## src/nearest_palette_color_mapper_assert.svh

```systemverilog
// Assertion helpers for the palette mapper. They sample on aclk and are
// disabled while aresetn is low. Both expand to nothing in synthesis.
`ifndef NEAREST_PALETTE_COLOR_MAPPER_ASSERT_SVH
`define NEAREST_PALETTE_COLOR_MAPPER_ASSERT_SVH

`ifndef SYNTHESIS

// expr must hold at every sampled edge
`define NPCM_ASSERT_ALWAYS(label, expr) \
    label: assert property (@(posedge aclk) disable iff (!aresetn) (expr)) \
        else $error("npcm: invariant violated");

// cons must hold in the cycle after ante
`define NPCM_ASSERT_NEXT(label, ante, cons) \
    label: assert property (@(posedge aclk) disable iff (!aresetn) (ante) |=> (cons)) \
        else $error("npcm: sequence violated");

`else

`define NPCM_ASSERT_ALWAYS(label, expr)
`define NPCM_ASSERT_NEXT(label, ante, cons)

`endif

`endif

```

## src/npcm_pkg.sv

```systemverilog
`timescale 1ns / 1ps

package npcm_pkg;

    localparam int COMP_W  = 8;   // color component width
    localparam int IDX_W   = 8;   // entry index width on the ports
    localparam int DIST_W  = 11;  // six terms of up to 255 each
    localparam int DEPTH_W = 4;
    localparam int SIZE_W  = 9;

    localparam logic REG_LOGICAL_DEPTH = 1'b0;
    localparam logic REG_PALETTE_SIZE  = 1'b1;

    localparam logic [DEPTH_W-1:0] DEPTH_RESET = 4'd8;
    localparam logic [SIZE_W-1:0]  SIZE_RESET  = 9'd1;

    // One item travelling down the cell chain: either a palette load or a
    // pixel carrying its best match so far.
    typedef struct packed {
        logic              valid;
        logic              is_pixel;
        logic [IDX_W-1:0]  entry_index;
        logic [COMP_W-1:0] red;
        logic [COMP_W-1:0] green;
        logic [COMP_W-1:0] blue;
        logic [DIST_W-1:0] lead_score;
        logic [IDX_W-1:0]  lead_slot;
    } item_t;

endpackage

```

## src/npcm_cell.sv

```systemverilog
`timescale 1ns / 1ps

// One palette entry. Loads addressed to this slot are captured as they pass;
// pixels compare against the stored color and keep the better candidate.
module npcm_cell #(
    parameter int K = 0
) (
    input  logic                         aclk,
    input  logic                         aresetn,
    input  logic                         advance,
    input  logic [npcm_pkg::SIZE_W-1:0]  size_eff,
    input  npcm_pkg::item_t              item_in,
    output npcm_pkg::item_t              item_out
);

    logic [npcm_pkg::COMP_W-1:0] ent_r_reg, ent_g_reg, ent_b_reg;
    npcm_pkg::item_t             item_reg, item_next;

    logic [npcm_pkg::COMP_W-1:0] dr, dg, db, drg, drb, dgb;
    logic [npcm_pkg::DIST_W-1:0] score;
    logic                        active, take, load_hit;

    function automatic logic [npcm_pkg::COMP_W-1:0] absdiff(
        input logic [npcm_pkg::COMP_W-1:0] x,
        input logic [npcm_pkg::COMP_W-1:0] y
    );
        return (x > y) ? (x - y) : (y - x);
    endfunction

    always_comb begin
        dr    = absdiff(item_in.red,   ent_r_reg);
        dg    = absdiff(item_in.green, ent_g_reg);
        db    = absdiff(item_in.blue,  ent_b_reg);
        drg   = absdiff(dr, dg);
        drb   = absdiff(dr, db);
        dgb   = absdiff(dg, db);
        score = npcm_pkg::DIST_W'(dr) + npcm_pkg::DIST_W'(dg) + npcm_pkg::DIST_W'(db)
              + npcm_pkg::DIST_W'(drg) + npcm_pkg::DIST_W'(drb) + npcm_pkg::DIST_W'(dgb);

        active   = npcm_pkg::SIZE_W'(K) < size_eff;
        // slot 0 always seeds the search; later slots must lie inside palette_size and be strictly closer
        take     = item_in.is_pixel && ((K == 0) || (active && (score < item_in.lead_score)));
        load_hit = item_in.valid && !item_in.is_pixel
                && (item_in.entry_index == npcm_pkg::IDX_W'(K));

        item_next = item_in;
        if (take) begin
            item_next.lead_score = score;
            item_next.lead_slot  = npcm_pkg::IDX_W'(K);
        end
    end

    always_ff @(posedge aclk) begin
        if (advance && load_hit) begin
            ent_r_reg <= item_in.red;
            ent_g_reg <= item_in.green;
            ent_b_reg <= item_in.blue;
        end
    end

    always_ff @(posedge aclk) begin
        if (!aresetn) begin
            item_reg <= '0;
        end else if (advance) begin
            item_reg <= item_next;
        end
    end

    assign item_out = item_reg;

endmodule

```

## config.mk

```make
export PLATFORM = sky130hd
export DESIGN_NAME = npcm_cell
export DESIGN_NICKNAME = d
export VERILOG_FILES = /design/src/nearest_palette_color_mapper_assert.svh /design/src/npcm_pkg.sv /design/src/npcm_cell.sv
export SDC_FILE = /design/constraint.sdc
export NUM_CORES = 1
export LEC_CHECK = 0
export ABC_CLOCK_PERIOD_IN_PS = 13400
export BUFFER_PORTS_ARGS = -buffer_cell sky130_fd_sc_hd__buf_2
export CAP_MARGIN = 10
export CORE_AREA = 2 2 153 155
export DETAILED_ROUTE_END_ITERATION = 10
export DIE_AREA = 0 0 155 157
export PLACE_DENSITY = 0.57
export SYNTH_ARGS = -nofsm -noshare
export SYNTH_HDL_FRONTEND = slang
export SYNTH_SLANG_ARGS = --single-unit
```

## constraint.sdc

```tcl
create_clock -name aclk -period 13.4 [get_ports aclk]
set_input_delay 2.68 -clock aclk [delete_from_list [all_inputs] [get_ports aclk]]
set_output_delay 2.68 -clock aclk [all_outputs]
set_load 0.01 [all_outputs]
```

==> reports/metrics.cfg <==
[clock_network]
holdBufCountCts=0
cts_resized=0
cts.htree.levels=3
post-cts-setup-buffers=0
numCtsBuffers=9
clk_latency_ns=0.34
tritoncts=built
clk_pin_slew_ns=0.06
cts_root_buf=clkbuf_16
clockBufferDepth=2
clock_sinks=77

[logic_synthesis]
ys_seq_elements=77
syn-mean-instance-area_um2=9.131
mappedNetlistNets=1061
netlist_instances=856
synth.most_common_cell=inv_1
synth_top_area_cell=ha_1
synth_top_area_share_pct=16.01
ys.flop_type=dfxtp_1
synth_edf_count=24
ys_seq_area_share_pct=22.79
async_flop_share_pct=0
netlist_top_cells_area=ha_1, dfxtp_1, fa_1, edfxtp_1, mux2i_1
synth_commonest_cells=inv_1, ha_1, mux2i_1
netlist-cell-type-count=77
yosys_warnings=0
synth_area_um2=7816

[power]
p_leak_nw=4.492
power_density_nw_per_um2=242.6
totalPowerFinal_mw=2.164
peakVddDrop_uv=359.3

[cells_and_area]
fillers=2213
ff_latch_area_um2=1782
nets=1160
synthToLayoutAreaGrowth_pct=14.15
antenna_cells=0
drive_gt1_share_pct=16.35
largest_reg_flops=53
stdcell_area_um2=8922
multi_input_area_um2=5394
final_core_util_pct=39.65

[sta]
relSlewSlack_pct=39.65
tns_ns=0
worst_pin_slew_ns=0.9053
final-hold-violation-count=0
period_share_pct=84.94
drv_slew=0
hold_ws_ns=0.4746
period_minus_slack_ns=11.38
rsz0062_at_grt=false
fmax_ghz=0.08786
setup_violations=0
finalClockSkew_ns=0.005307

[floorplanning]
die-area_um2=24340
rows=55
die_h_um=157
core_um2=22500
initial_core_util_pct=34.73
die_x_um=155
io_pins=118

[min_path]
min_path_type=reg -> reg
hold_depth=1

[global_routing]
grt_antenna_before_repair=0
grt_max_degree=67
grt_pass1_wl_um=28930
grt_pass1_vias=5859
grt_overflow=0
grt_usage_pct=14.85

[worst_setup_path]
crit_path_start_kind=input port
critPathMaxStageDelay_ns=0.81
crit_path_max_fanout=13
r2r_cells=38
endpoint_kind=flip-flop
crit_top_cell=a21oi_1
critPathRequiredTime_ns=13.59
crit_arrival_ns=11.57
worst-setup-path-type=in -> reg
critPathSlowestCell=o41ai_4

[routing]
ant_nets=0
vias_per_cell=4.886
dr.pass1.iters=4
vias=6083
post_drt_wl_per_cell_um=14.22
dr.first_iter.drc_count=235
drc_errors=0
routed_wl_um=17700

[placement]
port_buffers=108
placed_area_um2=8625
dp_hpwl_um=14240
place_congestion=0.8356

[job]
max_cap_violations=0

[outcome]
outcome=finished clean

## report_power, final
group / switching [mW] / total (mW) / internal (mW)
clock network: 0.104 / 0.246 / 0.142
registers: 0.00836 / 0.269 / 0.261
logic: 0.885 / 1.65 / 0.764
## worst max-delay path: cells and delay by family
kind	cells	cell delay (ns)
buffers and inverters	6	0.54
muxes	3	0.83
and+or+nand+nor	6	0.76
adders and majority gates	7	2.81
AOI/OAI and AO/OA	15	3.49
xor gates and xnor gates	3	0.46
## final timing paths
kind / start / endpoint / slack (ns)
max reg2reg: ent_b_reg[0] / item_out[17] / 4.16
min reg2reg: item_out[15] / item_out[15] / 0.47
max: item_in[19] / item_out[17] / 2.02
min: item_out[15] / item_out[15] / 0.47
## per-stage QoR
step,cells,setup WS (ns)
CTS,1245,2.047
finish,1245,2.018
floorplan,856,3.127
detailed placement,1229,1.694
global placement,1229,1.688
global route,1245,1.260
## area by class of cell
cell class | count | share of cell area, %
clock inverter | 4 | 0.3366
inverter | 141 | 5.932
multi-input combinational | 615 | 60.45
timing repair buffer | 111 | 6.310
clock buffer | 12 | 3.001
tap | 285 | 3.997
sequential | 77 | 19.97
## cell families (layout without fill, tap and decap cells)
kind of cell    Yosys count  in the layout  share of synthesized area [%]
simple gates            179            179                          12.07
compound gates          174            174                          15.38
buf+inv                 164            268                          8.276
fa+ha+maj               144            144                          26.76
mux                      78             78                          10.13
flops                    77             77                          22.79
xor+xnor                 40             40                          4.578
## layer usage
layer | share of wire [%] | global-route usage, %
met4 | 2.2 | 5.115
met5 | 0 | 0
met3 | 4.0 | 2.340
met1 | 46 | 19.35
met2 | 48 | 25.08
## layout by cell type (no fill, tap or decap), types with 10 or more instances in the layout
cell type    n
inv_1      137
buf_2      108
ha_1       100
mux2i_1     71
nor2b_1     55
a21oi_1     54
dfxtp_1     53
nor2_1      41
fa_1        40
nand2_1     36
o21ai_0     26
xnor2_1     24
edfxtp_1    24
xor2_1      15
o211a_1     14
o21bai_1    12
a211oi_1    10
a21o_1      10
clkbuf_16   10
(Power assumes the default switching activity.)
